==> src/rtl/core/assert_macros.svh <==
`ifndef ASSERT_MACROS_SVH
`define ASSERT_MACROS_SVH
`ifndef SYNTH
`define ASSERT_IMPL(lbl, clk, rst_n, prop) \
  lbl: assert property (@(posedge clk) disable iff (!rst_n) (prop)) else $error("%m");
`define ASSERT_NEVER(lbl, clk, rst_n, prop) \
  lbl: assert property (@(posedge clk) disable iff (!rst_n) !(prop)) else $error("%m");
`else
`define ASSERT_IMPL(lbl, clk, rst_n, prop)
`define ASSERT_NEVER(lbl, clk, rst_n, prop)
`endif
`endif

==> src/rtl/core/tscc_pkg.sv <==
package tscc_pkg;
  localparam int unsigned MaxSamples = 4096;
  localparam int unsigned MaxThresholds = 32;
  localparam int unsigned DistWidth = 16;
  localparam int unsigned AddrWidth = $clog2(MaxSamples);
  localparam int unsigned CntWidth = AddrWidth + 1;
  localparam int unsigned IdxWidth = 6;
  localparam int unsigned ThrWidth = $clog2(MaxThresholds);
  localparam int unsigned ProdWidth = DistWidth + IdxWidth;

  localparam logic [1:0] StatusOk = 2'd0;
  localparam logic [1:0] StatusNoWindow = 2'd1;
  localparam logic [1:0] StatusEmptyClass = 2'd2;
  localparam logic [1:0] StatusDropped = 2'd3;

  typedef struct packed {
    logic                 valid;
    logic                 clear;
    logic                 pos;
    logic [ProdWidth-1:0] lhs;
  } cell_tok_t;
endpackage

==> src/rtl/core/tscc_cell.sv <==
module tscc_cell (
  input  logic                          clk_i,
  input  logic                          rst_ni,
  input  tscc_pkg::cell_tok_t           tok_i,
  input  logic [tscc_pkg::ProdWidth-1:0] bound_i,
  output tscc_pkg::cell_tok_t           tok_o,
  output logic [tscc_pkg::CntWidth-1:0] pos_cnt_o,
  output logic [tscc_pkg::CntWidth-1:0] neg_cnt_o
);
  tscc_pkg::cell_tok_t tok_q;
  logic [tscc_pkg::CntWidth-1:0] pos_q, neg_q;
  logic hit;

  assign hit = tok_i.valid && (tok_i.lhs < bound_i);

  always_ff @(posedge clk_i or negedge rst_ni) begin
    if (!rst_ni) begin
      tok_q <= '0;
      pos_q <= '0;
      neg_q <= '0;
    end else begin
      tok_q <= tok_i;
      if (tok_i.clear) begin
        pos_q <= '0;
        neg_q <= '0;
      end else if (hit) begin
        if (tok_i.pos) pos_q <= pos_q + 1'b1;
        else neg_q <= neg_q + 1'b1;
      end
    end
  end

  assign tok_o = tok_q;
  assign pos_cnt_o = pos_q;
  assign neg_cnt_o = neg_q;
endmodule

==> config.mk <==
export PLATFORM = sky130hd
export DESIGN_NAME = tscc_cell
export DESIGN_NICKNAME = d
export VERILOG_FILES = /design/src/rtl/core/assert_macros.svh /design/src/rtl/core/tscc_pkg.sv /design/src/rtl/core/tscc_cell.sv
export SDC_FILE = /design/constraint.sdc
export NUM_CORES = 1
export LEC_CHECK = 0
export ABC_AREA = 1
export BUFFER_PORTS_ARGS = -buffer_cell sky130_fd_sc_hd__buf_4
export CORE_ASPECT_RATIO = 0.9
export CORE_MARGIN = 3
export CORE_UTILIZATION = 51
export CTS_CLUSTER_SIZE = 30
export DETAILED_ROUTE_END_ITERATION = 8
export PLACE_DENSITY = 0.83
export SLEW_MARGIN = 10
export SYNTH_ARGS = -nofsm -noshare
export SYNTH_HDL_FRONTEND = slang
export SYNTH_SLANG_ARGS = --single-unit
==> constraint.sdc <==
create_clock -name clk_i -period 1.75 [get_ports clk_i]
set_input_delay 0.175 -clock clk_i [delete_from_list [all_inputs] [get_ports clk_i]]
set_output_delay 0.175 -clock clk_i [all_outputs]
set_load 0.05 [all_outputs]
==> PnR_summary.wiki <==
{| class="wikitable"
! Metric !! Value
|-
| Worst hold-check path type || in2reg
|-
| Area delta synth->final || 39.5%
|-
| Final critical path time including I/O delays and setup || 1.58 ns
|-
| Final setup violation count || 0
|-
| Status || complete, no violations
|-
| First-pass detailed-route iteration total || 5
|-
| GRT overflow || 0
|-
| Global-route wire length before repair || 14000 um
|-
| Worst Tran Pin Value || 0.650 ns
|-
| Leakage dissipation || 0.00224 uW
|-
| Net Count, Synth || 454
|-
| Commonest cells after routing, fill and taps aside || sky130_fd_sc_hd__buf_4, sky130_fd_sc_hd__nand2_1, sky130_fd_sc_hd__nand3_1, sky130_fd_sc_hd__inv_1, sky130_fd_sc_hd__dfrtp_1
|-
| Maximum resistive drop on vdd || 0.472 mV
|-
| Core ar. || 0.00544 mm^2
|-
| Layout Nets || 579
|-
| Maximum achievable frequency || 633 MHz
|-
| Setup Crit Path Kind || reg2reg
|-
| Clock tree from TritonCTS || yes
|-
| Proportion of power drawn by flip-flops and latches || 44.1%
|-
| Met2 wire len || 4170 um
|-
| Global-route total usage across every layer || 25.9%
|-
| Pin count of the biggest net entering global routing || 52
|-
| Sequential cell area fraction in the yosys report || 42.8%
|-
| Fraction of synthesized cell area in xor and xnor cells || 3.82%
|-
| Final max-slew violation count || 0
|-
| Fraction of layout instances using a drive strength above 1 || 24.8%
|-
| Compound-cell area share of the yosys netlist || 1.89%
|-
| Post-place setup slack || -0.00707 ns
|-
| Clock transition time at the flip-flop clock pins of the worst setup and hold paths || 0.10 ns
|-
| H-tree depth reported by CTS || 2
|-
| Total number of yosys warnings || 0
|-
| Synth cell types || 26
|-
| Post-Synth Simple-Gate Area || 33.0%
|-
| Via count of the first global-routing pass || 3024
|-
| Data arrival, critical path || 1.78 ns
|-
| Count of endpoints failing hold in the final timing report || 0
|-
| Effective utilization at floorplan || 54.8%
|-
| Leading cell type in the layout, fill and taps excluded || sky130_fd_sc_hd__buf_4
|-
| Multiplexer fraction of the synthesized cell area || 0%
|-
| Die area || 0.00681 mm^2
|-
| Slew headroom || 56.7%
|-
| Internal || 1950 uW
|-
| Die Height || 78.6 um
|-
| Largest family of logic cells by synthesized area || simple AND/OR/NAND/NOR gates
|-
| Input/output buffers || 99
|-
| Post-synth top flop || sky130_fd_sc_hd__dfrtp_1
|-
| Final core area utilization || 76.5%
|-
| Top metal layer carrying routed signals || met4
|-
| Post-synthesis instance area || 0.00298 mm^2
|-
| Flop2flop setup slack || 0.17 ns
|-
| Startpoint kind of the worst setup timing path || flop
|-
| Critical Path RT || 1.95 ns
|-
| Clock tree buffer depth || 2
|-
| Count of vias placed by the detailed router || 2995
|-
| Routed wire per std cell || 14.6 um
|-
| Insertion delay of the later-clocked pin in the worst-skew pair || 0.31 ns
|-
| Worst Setup Slack, final || 0.171 ns
|-
| Critical path endpoint category || flop
|-
| Crit path max fanout || 4
|-
| Number of synthesized flops with an enable pin || 0
|-
| Async S/R FF share, synth || 100%
|-
| Via-per-instance ratio || 5.21
|-
| Post-route clock period utilization || 90.2%
|-
| GPL Wtd Cong || 0.862
|-
| Post-detailed-route DRC marker count || 0
|-
| Row count || 25
|-
| Count of filler cells inserted in the layout || 399
|-
| Post-detailed-route count of antenna-violating nets || 0
|-
| Number of DRC markers after the initial detailed-route iteration || 187
|-
| Register bit total from synthesis || 51
|-
| Antenna violations before repair || 0
|-
| Wire length on met3 || 645 um
|-
| Antenna diode count || 0
|-
| Post-route met1 wirelength || 3400 um
|-
| Setup clock skew after layout || 0.00491 ns
|-
| Post-synthesis average cell area || 7.81 um^2
|-
| Power per Cell Area || 681 mW/mm^2
|-
| Max capacitance violation total || 0
|-
| Number of top-level pins || 100
|-
| Comb power frac || 24.7%
|-
| Total wirelength of the detailed-routed design || 8420 um
|-
| HPWL after DPL || 5600 um
|-
| Clk network pwr share || 31.1%
|-
| Total power consumption of the routed design || 2840 uW
|-
| Synth Area in Adders || 9.64%
|-
| Clock root cell || sky130_fd_sc_hd__clkbuf_8
|-
| Fin Hold WS || 0.149 ns
|-
| Gate count after technology mapping || 382
|-
| Number of buffers created by CTS || 5
|-
| Number of clock sinks || 51
|-
| Switching power || 883 uW
|-
| Switching fraction of total power || 31.1%
|-
| Die outline width || 86.6 um
|}
## registers in the layout, summed over array words and instances (netlist names)
signal and cells:
pos_cnt_o 13, tok_o 25, neg_cnt_o 13
## logic make-up after synthesis
logic type      count (synthesis)
xor+xnor                       13
compound gates                 10
flops                          51
buf+inv                        63
fa+ha+maj                      23
simple gates                  222
## final timing paths
path                            depth (start not counted)    startpoint             to
worst max-delay path                                   10  neg_cnt_o[1]  neg_cnt_o[12]
worst min-delay path                                    1     tok_i[23]      tok_o[23]
worst max register to register                         10  neg_cnt_o[1]  neg_cnt_o[12]
worst min register to register                          2  neg_cnt_o[1]   neg_cnt_o[1]
max in group asynchronous                               2        rst_ni   neg_cnt_o[0]
min in group asynchronous                               2        rst_ni   pos_cnt_o[2]
## power groups by stage
stage,logic (uW),registers (uW),clock network (uW)
3_5_place_dp,645,1270,0
2_1_floorplan,211,1450,0
5_1_grt,763,1260,935
4_1_cts,689,1250,884
3_3_place_gp,625,1270,0
6_report,702,1250,884
## area by class of cell
class	instances	area [um^2]	share of cell area [%]
clock inverters	2	35.0	0.841
repair buffers	130	1040	24.9
well taps	67	83.8	2.01
clock buffers	6	82.6	1.98
inverters	51	191	4.60
multi-input cells	268	1450	34.9
flip-flops and latches	51	1280	30.7
## cells in the mapped netlist (4+ instances only)
| cell | n | area [um^2] |
|---|---|---|
| sky130_fd_sc_hd__a21oi_1 | 8 | 40.0 |
| sky130_fd_sc_hd__ha_1 | 23 | 288 |
| sky130_fd_sc_hd__inv_1 | 51 | 191 |
| sky130_fd_sc_hd__dfrtp_1 | 51 | 1280 |
| sky130_fd_sc_hd__nand2_1 | 94 | 353 |
| sky130_fd_sc_hd__buf_2 | 4 | 20.0 |
| sky130_fd_sc_hd__nor3_1 | 6 | 30.0 |
| sky130_fd_sc_hd__nand3_1 | 62 | 310 |
| sky130_fd_sc_hd__xor2_1 | 8 | 70.1 |
| sky130_fd_sc_hd__nor2_1 | 45 | 169 |
| sky130_fd_sc_hd__xnor2_1 | 5 | 43.8 |
## stage by stage
step | std cells | instance area, um^2 | setup TNS (ns)
2_1_floorplan | 382 | 2990 | 0
3_3_place_gp | 542 | 3790 | 0
3_5_place_dp | 542 | 3790 | -0.0123
4_1_cts | 575 | 4160 | 0
5_1_grt | 575 | 4160 | -0.000647
6_report | 575 | 4160 | 0
## worst max-delay path, stage by stage (launching register included)
cell                      delay (ns)
sky130_fd_sc_hd__dfrtp_2        0.44
sky130_fd_sc_hd__ha_1           0.21
sky130_fd_sc_hd__inv_1          0.06
sky130_fd_sc_hd__nor2_1         0.05
sky130_fd_sc_hd__nand2_1        0.13
sky130_fd_sc_hd__nor2_1         0.07
sky130_fd_sc_hd__or2_2          0.27
sky130_fd_sc_hd__nand2_1        0.06
sky130_fd_sc_hd__nor2_1         0.04
sky130_fd_sc_hd__nand3_1        0.08
sky130_fd_sc_hd__nand2_1        0.06
## layer usage
| layer | vias up | GRT usage [%] |
|---|---|---|
| met5 | - | 0 |
| met4 | 0 | 9.97 |
| met3 | 18 | 6.82 |
| met2 | 117 | 44.2 |
| met1 | 1404 | 31.0 |
| li1 | 1456 | - |
## timing repair
item / 4_1_cts / 5_1_grt
hold buffers: 25 / 0
setup endpoints to repair: 0 / 1
setup buffers: 0 / 0
resized for setup: 0 / 1
endpoints found under the hold margin: 75 / 0
Note: power is estimated with default switching activity, not from simulation.
