--- src/rtl/core/assert_macros.svh ---
`ifndef ASSERT_MACROS_SVH
`define ASSERT_MACROS_SVH
`ifndef SYNTH
`define ASSERT_IMPL(lbl, clk, rst_n, prop) \
  lbl: assert property (@(posedge clk) disable iff (!rst_n) (prop)) else $error("%m");
`define ASSERT_NEVER(lbl, clk, rst_n, prop) \
  lbl: assert property (@(posedge clk) disable iff (!rst_n) !(prop)) else $error("%m");
`else
`define ASSERT_IMPL(lbl, clk, rst_n, prop)
`define ASSERT_NEVER(lbl, clk, rst_n, prop)
`endif
`endif

--- src/rtl/core/tscc_divider.sv ---
module tscc_divider (
  input  logic        clk_i,
  input  logic        rst_ni,
  input  logic        start_i,
  input  logic [31:0] num_i,
  input  logic [31:0] den_i,
  output logic        done_o,
  output logic [31:0] quo_o
);
  logic [31:0] quo_q, quo_d, rem_q, rem_d;
  logic [5:0]  cnt_q, cnt_d;
  logic        busy_q, busy_d, done_q, done_d;
  logic [32:0] trial;

  always_comb begin
    quo_d = quo_q;
    rem_d = rem_q;
    cnt_d = cnt_q;
    busy_d = busy_q;
    done_d = 1'b0;
    trial = {rem_q, quo_q[31]} - {1'b0, den_i};
    if (start_i) begin
      quo_d = num_i;
      rem_d = '0;
      cnt_d = 6'd32;
      busy_d = 1'b1;
    end else if (busy_q) begin
      if (!trial[32]) begin
        rem_d = trial[31:0];
        quo_d = {quo_q[30:0], 1'b1};
      end else begin
        rem_d = {rem_q[30:0], quo_q[31]};
        quo_d = {quo_q[30:0], 1'b0};
      end
      cnt_d = cnt_q - 6'd1;
      if (cnt_q == 6'd1) begin
        busy_d = 1'b0;
        done_d = 1'b1;
      end
    end
  end

  always_ff @(posedge clk_i or negedge rst_ni) begin
    if (!rst_ni) begin
      busy_q <= 1'b0;
      done_q <= 1'b0;
      cnt_q <= '0;
    end else begin
      busy_q <= busy_d;
      done_q <= done_d;
      cnt_q <= cnt_d;
    end
  end

  always_ff @(posedge clk_i) begin
    quo_q <= quo_d;
    rem_q <= rem_d;
  end

  assign done_o = done_q;
  assign quo_o = quo_q;
endmodule

--- config.mk ---
export PLATFORM = sky130hd
export DESIGN_NAME = tscc_divider
export DESIGN_NICKNAME = d
export VERILOG_FILES = /design/src/rtl/core/assert_macros.svh /design/src/rtl/core/tscc_divider.sv
export SDC_FILE = /design/constraint.sdc
export NUM_CORES = 1
export LEC_CHECK = 0
export ABC_AREA = 1
export BUFFER_PORTS_ARGS = -buffer_cell sky130_fd_sc_hd__buf_2
export CAP_MARGIN = 20
export CORE_MARGIN = 2
export CORE_UTILIZATION = 58
export DETAILED_ROUTE_END_ITERATION = 6
export PLACE_DENSITY = 0.91
export SLEW_MARGIN = 0
export SYNTH_ARGS = -nofsm -noshare
export SYNTH_HDL_FRONTEND = slang
export SYNTH_SLANG_ARGS = --single-unit
--- constraint.sdc ---
create_clock -name clk_i -period 2.4 [get_ports clk_i]
set_input_delay 0 -clock clk_i [delete_from_list [all_inputs] [get_ports clk_i]]
set_output_delay 0 -clock clk_i [all_outputs]
set_load 0.01 [all_outputs]
==> impl_results.html <==
<table>
<tr><th>Metric</th><th>Value</th></tr>
<tr><th colspan="2">Logic synthesis</th></tr>
<tr><td>Commonest cells in the synthesized netlist</td><td>463 x sky130_fd_sc_hd__nand2_1, 211 x sky130_fd_sc_hd__inv_1, 57 x sky130_fd_sc_hd__nand3_1, 49 x sky130_fd_sc_hd__nor2_1, 34 x sky130_fd_sc_hd__ha_1</td></tr>
<tr><td>Number of enable flip-flop cells after synthesis</td><td>32</td></tr>
<tr><td>Sequential-to-total area share from yosys stat</td><td>30.1%</td></tr>
<tr><td>Syn nets</td><td>1105</td></tr>
<tr><td>Top area cells in the synthesized netlist</td><td>sky130_fd_sc_hd__nand2_1 29%, sky130_fd_sc_hd__edfxtp_1 16%, sky130_fd_sc_hd__inv_1 13%, sky130_fd_sc_hd__dfxtp_1 11%, sky130_fd_sc_hd__ha_1 7.1%</td></tr>
<tr><td>Post-synthesis cell count</td><td>1003</td></tr>
<tr><td>Top-count cell post-synth</td><td>sky130_fd_sc_hd__nand2_1</td></tr>
<tr><td>Average cell area after synthesis</td><td>5.96 um2</td></tr>
<tr><td>Area of the mapped netlist</td><td>between 0.005 and 0.006 mm2</td></tr>
<tr><td>FF+latch count, synth</td><td>72</td></tr>
<tr><td>Count of distinct cell types in the synthesized netlist</td><td>39</td></tr>
<tr><td>Dominant synthesized flop cell</td><td>sky130_fd_sc_hd__edfxtp_1</td></tr>
<tr><td>Async set or reset register ratio after synthesis</td><td>11.1%</td></tr>
<tr><td>Synth Warn #</td><td>0</td></tr>
<tr><td>Area share of the leading cell type in the synthesized netlist</td><td>between 20% and 30%</td></tr>
<tr><td>Largest area contributor in the synthesized netlist</td><td>sky130_fd_sc_hd__nand2_1</td></tr>
<tr><th colspan="2">Die</th></tr>
<tr><td>Site Rows</td><td>37</td></tr>
<tr><td>Overall die area</td><td>0.0111 mm2</td></tr>
<tr><td>Starting utilization of the core area</td><td>58.7%</td></tr>
<tr><td>Die boundary width</td><td>between 100 and 150 um</td></tr>
<tr><td>Chip height</td><td>between 100 and 150 um</td></tr>
<tr><td>Floorplan core area</td><td>0.0102 mm2</td></tr>
<tr><td>Total I/O pin count</td><td>100</td></tr>
<tr><th colspan="2">Global route</th></tr>
<tr><td>Initial antenna violation count</td><td>0</td></tr>
<tr><td>Largest net degree at the start of global routing</td><td>34</td></tr>
<tr><td>Global-route wire length before repair</td><td>~29 mm</td></tr>
<tr><td>Final global-route overflow total</td><td>0</td></tr>
<tr><td>Total routing usage reported by global routing</td><td>32.0%</td></tr>
<tr><td>Via count of the first global-routing pass</td><td>6306</td></tr>
<tr><th colspan="2">Timing</th></tr>
<tr><td>Hold WS</td><td>31.7 ps</td></tr>
<tr><td>Slew headroom</td><td>65.3%</td></tr>
<tr><td>Setup-failing EPs final</td><td>0</td></tr>
<tr><td>Slew at the pin closest to its max-slew limit</td><td>516 ps</td></tr>
<tr><td>Clock skew</td><td>25.0 ps</td></tr>
<tr><td>Final critical-path required period</td><td>2380 ps</td></tr>
<tr><td>Number of pins exceeding their max-slew limit in the final report</td><td>0</td></tr>
<tr><td>Final worst-path cycle share</td><td>~99%</td></tr>
<tr><td>Fmax</td><td>420 MHz</td></tr>
<tr><td>Final hold vios</td><td>0</td></tr>
<tr><th colspan="2">Routing</th></tr>
<tr><td>Via count</td><td>approximately 6700</td></tr>
<tr><td>Average wire length per cell after detail routing</td><td>about 14 um</td></tr>
<tr><td>Length of the first detailed-routing pass in iterations</td><td>7</td></tr>
<tr><td>Post-route ant nets</td><td>0</td></tr>
<tr><td>Routed wire length</td><td>roughly 18 mm</td></tr>
<tr><td>Remaining DRCs</td><td>5</td></tr>
<tr><td>Vias per cell</td><td>5.16</td></tr>
<tr><td>Iter 0 DRT Violations</td><td>between 600 and 700</td></tr>
<tr><th colspan="2">Clocking</th></tr>
<tr><td>Latest clock arrival within the worst-skew pair</td><td>390 ps</td></tr>
<tr><td>Clock sinks</td><td>72</td></tr>
<tr><td>Clock H-tree levels</td><td>3</td></tr>
<tr><td>Clock slew seen by the registers of the worst setup and hold paths</td><td>about 100 ps</td></tr>
<tr><td>CTS tree</td><td>done</td></tr>
<tr><td>Buffer levels on the longest clock path</td><td>2</td></tr>
<tr><td>Number of buffers created by CTS</td><td>9</td></tr>
<tr><td>Master cell of the clock root buffer</td><td>sky130_fd_sc_hd__clkbuf_8</td></tr>
<tr><th colspan="2">Worst setup path</th></tr>
<tr><td>Critical Path Source Type</td><td>flip-flop</td></tr>
<tr><td>Arrival @ worst endpoint</td><td>2490 ps</td></tr>
<tr><td>Critical-path maximum fanout</td><td>6</td></tr>
<tr><td>Critical path class</td><td>flip-flop to flip-flop</td></tr>
<tr><td>Worst reg-to-reg setup slack</td><td>20 ps</td></tr>
<tr><td>Critical path required time</td><td>~2500 ps</td></tr>
<tr><td>Capturing element type of the critical path</td><td>flip-flop</td></tr>
<tr><th colspan="2">Finish</th></tr>
<tr><td>Area Growth Syn to Fin</td><td>24.0%</td></tr>
<tr><td>Number of inserted filler cells in the final layout</td><td>804</td></tr>
<tr><td>Utilization of the core after routing</td><td>72.8%</td></tr>
<tr><td>Inserted Diodes</td><td>0</td></tr>
<tr><td>Net total in the final layout</td><td>1251</td></tr>
<tr><td>Share of cells above drive strength 1</td><td>15.3%</td></tr>
<tr><th colspan="2">Placement</th></tr>
<tr><td>Placed wire-length estimate</td><td>11.2 mm</td></tr>
<tr><td>Global placer's final weighted congestion</td><td>approximately 1</td></tr>
<tr><td>IO buf count</td><td>99</td></tr>
<tr><th colspan="2">Hold path</th></tr>
<tr><td>Hold/Removal Path Class</td><td>input pin to flip-flop</td></tr>
<tr><th colspan="2">Outcome</th></tr>
<tr><td>Status</td><td>finished with violations</td></tr>
<tr><td>Failing checks</td><td>design-rule violations</td></tr>
<tr><th colspan="2">Power and ir drop</th></tr>
<tr><td>Leakage power</td><td>4.45 nW</td></tr>
<tr><td>Power per unit of standard cell area</td><td>1070 mW/mm2</td></tr>
<tr><td>Peak supply drop</td><td>0.520 mV</td></tr>
<tr><td>Total power after layout</td><td>0.00796 W</td></tr>
<tr><th colspan="2">Run</th></tr>
<tr><td>Max-capacitance violation count</td><td>0</td></tr>
</table>
logic make-up after synthesis:
group | synth area share (%)
AND/OR/NAND/NOR | 42.1
buffers and inverters | 15.2
flip-flops | 30.1
adder cells (fa/ha/maj) | 7.45
AO/OA/AOI/OAI | 2.93
XOR/XNOR | 2.20
path summary, 6_finish.rpt:
path	from	to	depth (start not counted)
worst max-delay path	quo_o[31]$_DFFE_PP_	quo_o[0]$_DFFE_PP_	16
worst min-delay path	start_i	done_o$_DFF_PN0_	2
worst max register to register	quo_o[31]$_DFFE_PP_	quo_o[0]$_DFFE_PP_	16
worst min register to register	rem_q[6]$_SDFFE_PP0P_	rem_q[6]$_SDFFE_PP0P_	2
max in group asynchronous	rst_ni	cnt_q[0]$_DFFE_PN0P_	4
min in group asynchronous	rst_ni	cnt_q[4]$_DFFE_PN0P_	3
state kept, by name (all words and copies together) (netlist names):
name	flops
done_o	1
quo_o	32
cnt_q	6
rem_q	32
busy_q	1
power by group:
group	switching, W	internal, W
Combinational	0.00309	0.00193
Sequential	0.000277	0.00163
Clock	0.000627	0.000412
through the flow:
stage	worst slack, ps	std cells	setup TNS, ps	cell area, um2
2_1_floorplan	98.9	1003	0	5980
3_3_place_gp	151	1233	0	6690
3_5_place_dp	66.9	1233	0	6690
4_1_cts	14.0	1285	0	7250
5_1_grt	-83.6	1290	-2000	7410
6_report	21.3	1290	0	7410
layout by cell type, fill, tap and decap left out, types with 4 or more instances in the layout:
cell,n
sky130_fd_sc_hd__a21oi_1,20
sky130_fd_sc_hd__buf_2,99
sky130_fd_sc_hd__buf_4,11
sky130_fd_sc_hd__clkbuf_8,9
sky130_fd_sc_hd__dfrtp_1,8
sky130_fd_sc_hd__dfxtp_1,32
sky130_fd_sc_hd__dlygate4sd3_1,36
sky130_fd_sc_hd__edfxtp_1,32
sky130_fd_sc_hd__ha_1,33
sky130_fd_sc_hd__inv_1,209
sky130_fd_sc_hd__inv_2,4
sky130_fd_sc_hd__nand2_1,459
sky130_fd_sc_hd__nand2_2,16
sky130_fd_sc_hd__nand2_4,4
sky130_fd_sc_hd__nand3_1,52
sky130_fd_sc_hd__nand3_2,6
sky130_fd_sc_hd__nand4_1,5
sky130_fd_sc_hd__nor2_1,47
sky130_fd_sc_hd__nor2_2,6
sky130_fd_sc_hd__nor3_1,7
sky130_fd_sc_hd__o21ai_0,7
sky130_fd_sc_hd__xnor2_1,12
worst max-delay path: stages, from the launching register on:
cell	delay [ps]
sky130_fd_sc_hd__edfxtp_1	380
sky130_fd_sc_hd__inv_2	60
sky130_fd_sc_hd__ha_4	160
sky130_fd_sc_hd__fa_2	400
sky130_fd_sc_hd__inv_2	60
sky130_fd_sc_hd__nand2_1	50
sky130_fd_sc_hd__nand2_2	90
sky130_fd_sc_hd__nand3_2	90
sky130_fd_sc_hd__nand2_2	100
sky130_fd_sc_hd__nand2_2	60
sky130_fd_sc_hd__nand2_2	90
sky130_fd_sc_hd__nand2_4	80
sky130_fd_sc_hd__nand2_4	90
sky130_fd_sc_hd__nand2_4	70
sky130_fd_sc_hd__nand2_8	140
sky130_fd_sc_hd__buf_12	130
sky130_fd_sc_hd__o21ai_1	70
routing by layer:
metal	vias to the layer above	GRT usage, %	wire, um
li1	3279	-	-
met4	0	13.0	738
met5	-	0	0
met1	2959	37.6	7150
met2	342	57.0	8970
met3	74	6.56	1490
layout make-up:
cell class	count	area, um2	area share [%]
multi-input combinational	697	3340	45.1
sequential	72	1800	24.3
timing repair buffer	154	1100	14.8
inverter	215	807	10.9
tap	136	170	2.29
clock buffer	9	124	1.67
clock inverter	7	73.8	0.996
timing repair:
item,4_1_cts,5_1_grt
gates resized for setup,0,19
buffers inserted,0,1
endpoints found under the setup margin,0,33
hold buffers,36,0
endpoints found under the hold margin,41,0
Power figures use the tool's default switching activity.
